--- src/hdl/ptsa_pkg.sv ---
`default_nettype none
package ptsa_pkg;

    localparam int unsigned PTSA_SEC_BITS = 40;

    localparam int unsigned SEC_W       = 40;
    localparam int unsigned NSEC_W      = 30;
    localparam int unsigned USEC_W      = 20;
    localparam int unsigned CNT_W       = 32;
    localparam int unsigned CALIB_W     = 16;
    localparam int unsigned CALIB_SUM_W = 46;
    localparam int unsigned FSEC_W      = 32;
    localparam int unsigned FNSEC_W     = 31;
    localparam int unsigned CFG_DATA_W  = 32;
    localparam int unsigned CFG_IDX_W   = 2;

    localparam logic signed [31:0] NS_PER_SEC  = 32'sd1000000000;
    localparam logic signed [31:0] NS_HALF_SEC = 32'sd500000000;
    localparam logic [CALIB_W-1:0] NS_PER_US   = 16'd1000;

    // ns / 1000 == (ns * USEC_RECIP) >> USEC_SHIFT, exact for ns < 2^30
    localparam int unsigned            USEC_RECIP_W = 29;
    localparam int unsigned            USEC_SHIFT   = 38;
    localparam logic [USEC_RECIP_W-1:0] USEC_RECIP  = 29'd274877907;

    typedef enum logic [CFG_IDX_W-1:0] {
        CFG_CALIB_PULSES = 2'd0,
        CFG_FUDGE_SEC    = 2'd1,
        CFG_FUDGE_NSEC   = 2'd2
    } t_cfg_idx;

    typedef struct packed {
        logic              published;
        logic [SEC_W-1:0]  receive_sec;
        logic [USEC_W-1:0] receive_usec;
        logic [SEC_W-1:0]  pulse_sec;
        logic              rounded_up;
        logic [CNT_W-1:0]  round_up_total;
        logic [CNT_W-1:0]  read_total;
    } t_out_beat;

endpackage
`default_nettype wire

--- src/hdl/ptsa_div.sv ---
`default_nettype none
module ptsa_div
    import ptsa_pkg::*;
(
    input  wire logic                   i_clk,
    input  wire logic                   i_rst_n,
    input  wire logic                   i_start,
    input  wire logic [CALIB_SUM_W-1:0] i_dividend,
    input  wire logic [CALIB_W-1:0]     i_divisor,
    output logic                        o_done,
    output logic [CALIB_SUM_W-1:0]      o_quot
);

    localparam int unsigned CW = $clog2(CALIB_SUM_W + 1);

    logic                   r_busy;
    logic                   r_done;
    logic [CW-1:0]          r_cnt;
    logic [CALIB_SUM_W-1:0] r_quot;
    logic [CALIB_W-1:0]     r_rem;
    logic [CALIB_W-1:0]     r_dvsr;

    logic [CALIB_W:0]       w_trial;
    logic                   w_fit;
    logic [CALIB_W-1:0]     w_rem;

    // restoring division, one quotient bit per cycle
    always_comb begin
        w_trial = {r_rem, r_quot[CALIB_SUM_W-1]};
        w_fit   = (w_trial >= {1'b0, r_dvsr});
        w_rem   = w_fit ? CALIB_W'(w_trial - {1'b0, r_dvsr}) : w_trial[CALIB_W-1:0];
    end

    always_ff @(posedge i_clk) begin
        if (!i_rst_n) begin
            r_busy <= 1'b0;
            r_done <= 1'b0;
            r_cnt  <= '0;
        end else begin
            r_done <= 1'b0;
            if (i_start) begin
                r_busy <= 1'b1;
                r_cnt  <= CW'(CALIB_SUM_W);
            end else if (r_busy) begin
                r_cnt <= r_cnt - 1'b1;
                if (r_cnt == CW'(1)) begin
                    r_busy <= 1'b0;
                    r_done <= 1'b1;
                end
            end
        end
    end

    always_ff @(posedge i_clk) begin
        if (i_start) begin
            r_quot <= i_dividend;
            r_rem  <= '0;
            r_dvsr <= i_divisor;
        end else if (r_busy) begin
            r_quot <= {r_quot[CALIB_SUM_W-2:0], w_fit};
            r_rem  <= w_rem;
        end
    end

    assign o_done = r_done;
    assign o_quot = r_quot;

endmodule
`default_nettype wire

--- config.mk ---
export PLATFORM = sky130hd
export DESIGN_NAME = ptsa_div
export DESIGN_NICKNAME = d
export VERILOG_FILES = /design/src/hdl/ptsa_pkg.sv /design/src/hdl/ptsa_div.sv
export SDC_FILE = /design/constraint.sdc
export NUM_CORES = 1
export LEC_CHECK = 0
export BUFFER_PORTS_ARGS = -buffer_cell sky130_fd_sc_hd__buf_2
export CAP_MARGIN = 20
export CORE_MARGIN = 2
export CORE_UTILIZATION = 58
export DETAILED_ROUTE_END_ITERATION = 6
export PLACE_DENSITY = 0.85
export SLEW_MARGIN = 5
export SYNTH_ARGS = -nofsm -noshare
export SYNTH_HDL_FRONTEND = slang
export SYNTH_SLANG_ARGS = --single-unit
--- constraint.sdc ---
create_clock -name i_clk -period 4.7 [get_ports i_clk]
set_input_delay 0.235 -clock i_clk [delete_from_list [all_inputs] [get_ports i_clk]]
set_output_delay 0.235 -clock i_clk [all_outputs]
set_load 0.005 [all_outputs]
After elaboration in Yosys (flattened, before gate mapping)

Index checks and enable logic that the tools add are counted.

Order comparisons: 1
Bitwise operators: 2
Reduce and logical (&&, ||, !) cells: 3
Equality and inequality tests: 1
Muxes and demuxes: 9
Add/sub/neg operators: 2

Operators by type and width:

| cell                | number |
|---|---|
| $mux 46             | 2 |
| $ge 17x16->1        | 1 |
| $mux 16             | 1 |
| $sub 16x16->16      | 1 |
| $mux 6              | 2 |
| $eq 6x1->1 const B  | 1 |
| $sub 6x1->6 const B | 1 |
| $mux 1              | 4 |
| $reduce_or 3->1     | 1 |
| $not 1->1           | 2 |
| $reduce_bool 2->1   | 1 |
| $reduce_or 2->1     | 1 |

Register bits after elaboration: 86
Output and inout bits: 47
Logic and storage cells: 25
Input bits: 65

Depth between registers and ports, before layout

Depth in word-level cells: 4
Mapped depth: 10
Gate-level depth less buffers: 9

Worst setup path before layout

Ideal clock, no wire load.

Path kind: register to register
Start point: reg r_dvsr[14]
End point: reg r_quot[0] (netlist: o_quot[0]), data pin
Period minus slack after synthesis: 2,254 ps
Slack: 2,446 ps
Library setup time: 260 ps
Arrival: 1,994 ps
Stages on the path, launching flop included: 10
Required time: 4,440 ps
Buffers on the path: 1
Cell sequence: edfxtp_1 -> inv_1 -> ha_1 -> buf_2 -> a21o_1 -> a211oi_2 -> o41ai_4 -> inv_2 -> nand2_2 -> mux2_2

Longest elaborated chain between the ends: 3

RTL lines:

| element                  | line           | RTL |
|---|---|---|
| start: declaration       | ptsa_div.sv:21 | `logic [CALIB_W-1:0] r_dvsr;` |
| start signal: assignment | ptsa_div.sv:58 | `r_dvsr <= i_divisor;` |
| $ge 17x16->1             | ptsa_div.sv:30 | `w_fit = (w_trial >= {1'b0, r_dvsr});` |
| $mux 46                  | ptsa_div.sv:59 | `end else if (r_busy) begin` |
| $mux 46                  | ptsa_div.sv:55 | `if (i_start) begin` |
| end signal: assignment   | ptsa_div.sv:56 | `r_quot <= i_dividend;` |
| end signal: assignment   | ptsa_div.sv:60 | `r_quot <= {r_quot[CALIB_SUM_W-2:0], w_fit};` |
| end: declaration         | ptsa_div.sv:19 | `logic [CALIB_SUM_W-1:0] r_quot;` |

No other way between the ends. The select of a mux whose other input is x is not followed.
A chain may end at the register's enable or synchronous reset.

Final worst setup path

Same ends and word-level chain as after synthesis.

==> qor.txt <==
sw frac -> 0.273
clk_lat worst skew -> 370 ps
Worst Setup SP -> r_dvsr[14]$_DFFE_PP_
RSZ-0062 raised after global routing -> no
Inserted Diodes -> 0
TritonCTS clock tree -> done
Sequential Power Share -> 0.521
Syn Inst Count -> 398
Starting Density -> 0.599
hold slack -> 35.5 ps
leakage power -> 2.34 nW
port bufs -> 111
post-synthesis adder-cell area fraction -> 0.0527
synth top area cells -> edfxtp_1 (40%), mux2_2 (11%), dfxtp_1 (10%)
hold path depth -> 1
GR Overflow Total -> 0
Startpoint Class -> register
DRT Pass-1 Iters -> 4
Yosys top cell area share -> 0.400
syn avg cell area -> 11.7 sq um
syn nets -> 482
crit-path cells -> inv_1 -> ha_1 -> and4b_2 -> nand3_2 -> o41ai_4 -> inv_2 -> nand2_2 -> mux2_2
largest net degree at the start of global routing -> 48
max_slew headroom -> 0.402
Synth cell types -> 61
met1 wire length -> 4540 um
Async SR Flop Fraction -> 0
met2 WL post-DR -> 4990 um
clock network power share -> 0.295
setup repair bufs after CTS -> 0
fin crit share -> 0.596
FMAX -> 357 MHz
vias in the first global route -> 3427
final setup TNS -> 0 ps
final hold vios -> 0
Routed WL -> 10500 um
Min-Delay Path Class -> input port to register
1st-iter DRT viols -> 200
TritonCTS buffer count -> 9
root buffer cell -> clkbuf_8
Clock Skew -> 14.0 ps
first-pass GRT wire length -> 16400 um
maximum vdd drop -> 266 uV
count leader, synth -> edfxtp_1
multiplexer share of the synthesized area -> 0.127
Cell Area, Synth -> 4660 sq um
core region area -> 7770 sq um
clk slew on worst S/H paths -> 90 ps
internal power -> 0.00130 W
Rows -> 32
crit path max fanout -> 16
Longest Clk Path Bufs -> 2
commonest cells in the netlist -> edfxtp_1 (62), mux2_2 (47), nor2_1 (28), dfxtp_1 (24), nand2_1 (24)
final setup vio count -> 0
CTS sink cnt -> 86
DRT antenna net count -> 0
WP data required -> 4940 ps
Tightest Pin Transition -> 894 ps
CP peak stage delay -> 770 ps
post-synthesis register bit count -> 86
R2R Path Start -> r_dvsr[14]$_DFFE_PP_
DIE WIDTH -> 93.6 um
Die Ht -> 93.6 um
# hold bufs at CTS -> 0
warnings from Yosys -> 0
H-tree depth -> 3
Placer Congestion -> 0.879
initial antenna violation count -> 0
DP Wirelength -> 7660 um
r2r endpoint -> o_quot[0]$_DFFE_PP_
vias -> 3535
EDFF count, synth -> 62
Switch Pwr -> 0.000488 W
Tmin final -> 2800 ps
Die ar. -> 8760 sq um
Total Routing Usage GR -> 0.245
WL per Instance -> 17.2 um
Compound-Gate Fraction of Synth Area -> 0.145
slowest CP cell -> o41ai_4
layout cells sized above 1 -> 0.373
post-cts resize count -> 0
maxcap violations -> 0
largest area contributor in the netlist -> edfxtp_1
top layer in use -> met4
largest family of logic cells by synthesized area -> compound AO/OA/AOI/OAI gates
Worst Reg-to-Reg Cells -> 8
R2R Setup Slk -> 1900 ps
WL met3 -> 759 um
fin. max-slew vios -> 0
CP endpoint -> o_quot[0]$_DFFE_PP_
cell area power density -> 327 nW/um^2
combinational share of power -> 0.184
post-synthesis simple-gate area fraction -> 0.112
drt via density -> 5.79
Top Ports -> 112
Critical Path AT -> 3040 ps
post-synthesis sequential area ratio -> 0.503
Synth Area in XOR/XNOR -> 0.0226
Critical Path Sink Type -> register
status -> finished, final reports clean
Nets -> 588
Post-route DRC -> 0
Top FF cell, synth -> edfxtp_1
Syn-to-layout area delta -> 17.3%
CP Class -> register to register
cell usage in the layout, fill, tap and decap left out, types with 3 or more instances in the layout:
cell,n
inv_1,22
o211ai_1,7
nor4_1,5
mux2_2,47
a21o_1,8
ha_1,18
nand3_1,7
a211oi_1,4
nor2_1,28
edfxtp_1,62
clkbuf_8,9
a21oi_1,12
o21ai_0,8
dfxtp_1,24
xnor2_1,10
nor2b_1,4
o31ai_1,5
nor3_1,10
a31oi_1,3
o21a_1,6
nand2_1,24
nand2b_1,8
and2_1,3
mux2i_1,6
o21bai_1,5
buf_2,111
cell type report:
type                            count  area, sq um
Inverter                           23         86.3
Clock inverter                      6         70.1
Clock buffer                       10          128
Fill cell                         570         2310
Sequential cell                    86         2340
Tap cell                          102          128
Timing Repair Buffer              113          571
Multi-Input combinational cell    271         2140
worst min path at each step:
stage / start / slack, ps / to
after CTS: i_divisor[11] / 30 / r_dvsr[11]$_DFFE_PP_
after global placement: i_divisor[12] / 410 / r_dvsr[12]$_DFFE_PP_
after floorplan: i_divisor[0] / 330 / r_dvsr[0]$_DFFE_PP_
final: i_divisor[9] / 40 / r_dvsr[9]$_DFFE_PP_
after global routing: i_divisor[12] / 30 / r_dvsr[12]$_DFFE_PP_
after detailed placement: i_divisor[11] / 410 / r_dvsr[11]$_DFFE_PP_
through the flow:
stage / util / worst slack, ps / std cells / power, W / instance area (sq um)
after CTS: 0.703 / 1940 / 611 / 0.00179 / 5460
final: 0.703 / 1900 / 611 / 0.00178 / 5460
after detailed placement: 0.678 / 1970 / 595 / 0.00127 / 5260
after global placement: 0.678 / 2040 / 595 / 0.00126 / 5260
after floorplan: - / 2450 / 398 / 0.00115 / 4660
after global routing: 0.703 / 1720 / 611 / 0.00185 / 5460
per-layer routing:
layer,up-vias,global-route usage
li1,1703,-
met2,139,0.391
met1,1677,0.307
met5,-,0
met4,0,0.107
met3,16,0.0774
state kept, by name, indices dropped and copies added (netlist names):
register / flops
o_done: 1
r_rem: 16
r_dvsr: 16
r_cnt: 6
r_busy: 1
o_quot: 46
power by group through the flow:
stage | Combinational, W | Clock (W) | Sequential, W
3_5_place_dp | 0.000325 | 0 | 0.000944
6_report | 0.000328 | 0.000525 | 0.000930
3_3_place_gp | 0.000315 | 0 | 0.000941
2_1_floorplan | 0.000209 | 0 | 0.000939
4_1_cts | 0.000327 | 0.000531 | 0.000929
5_1_grt | 0.000360 | 0.000553 | 0.000937
cells by family (layout without fill, tap and decap cells):
logic type / Yosys count / in the layout
and+or+nand+nor: 103 / 103
buffers and inverters: 41 / 152
AOI/OAI and AO/OA: 84 / 84
xor gates and xnor gates: 12 / 12
muxes: 53 / 53
adders and majority gates: 19 / 19
DFF: 86 / 86
critical path: cells and delay by family, from the launching register on:
kind,cells,cell delay [ps]
flip-flops,1,330
AND/OR/NAND/NOR,3,720
multiplexers,1,190
buffers and inverters,2,260
adder cells (fa/ha/maj),1,410
AO/OA/AOI/OAI,1,770
(Power assumes the default switching activity.)
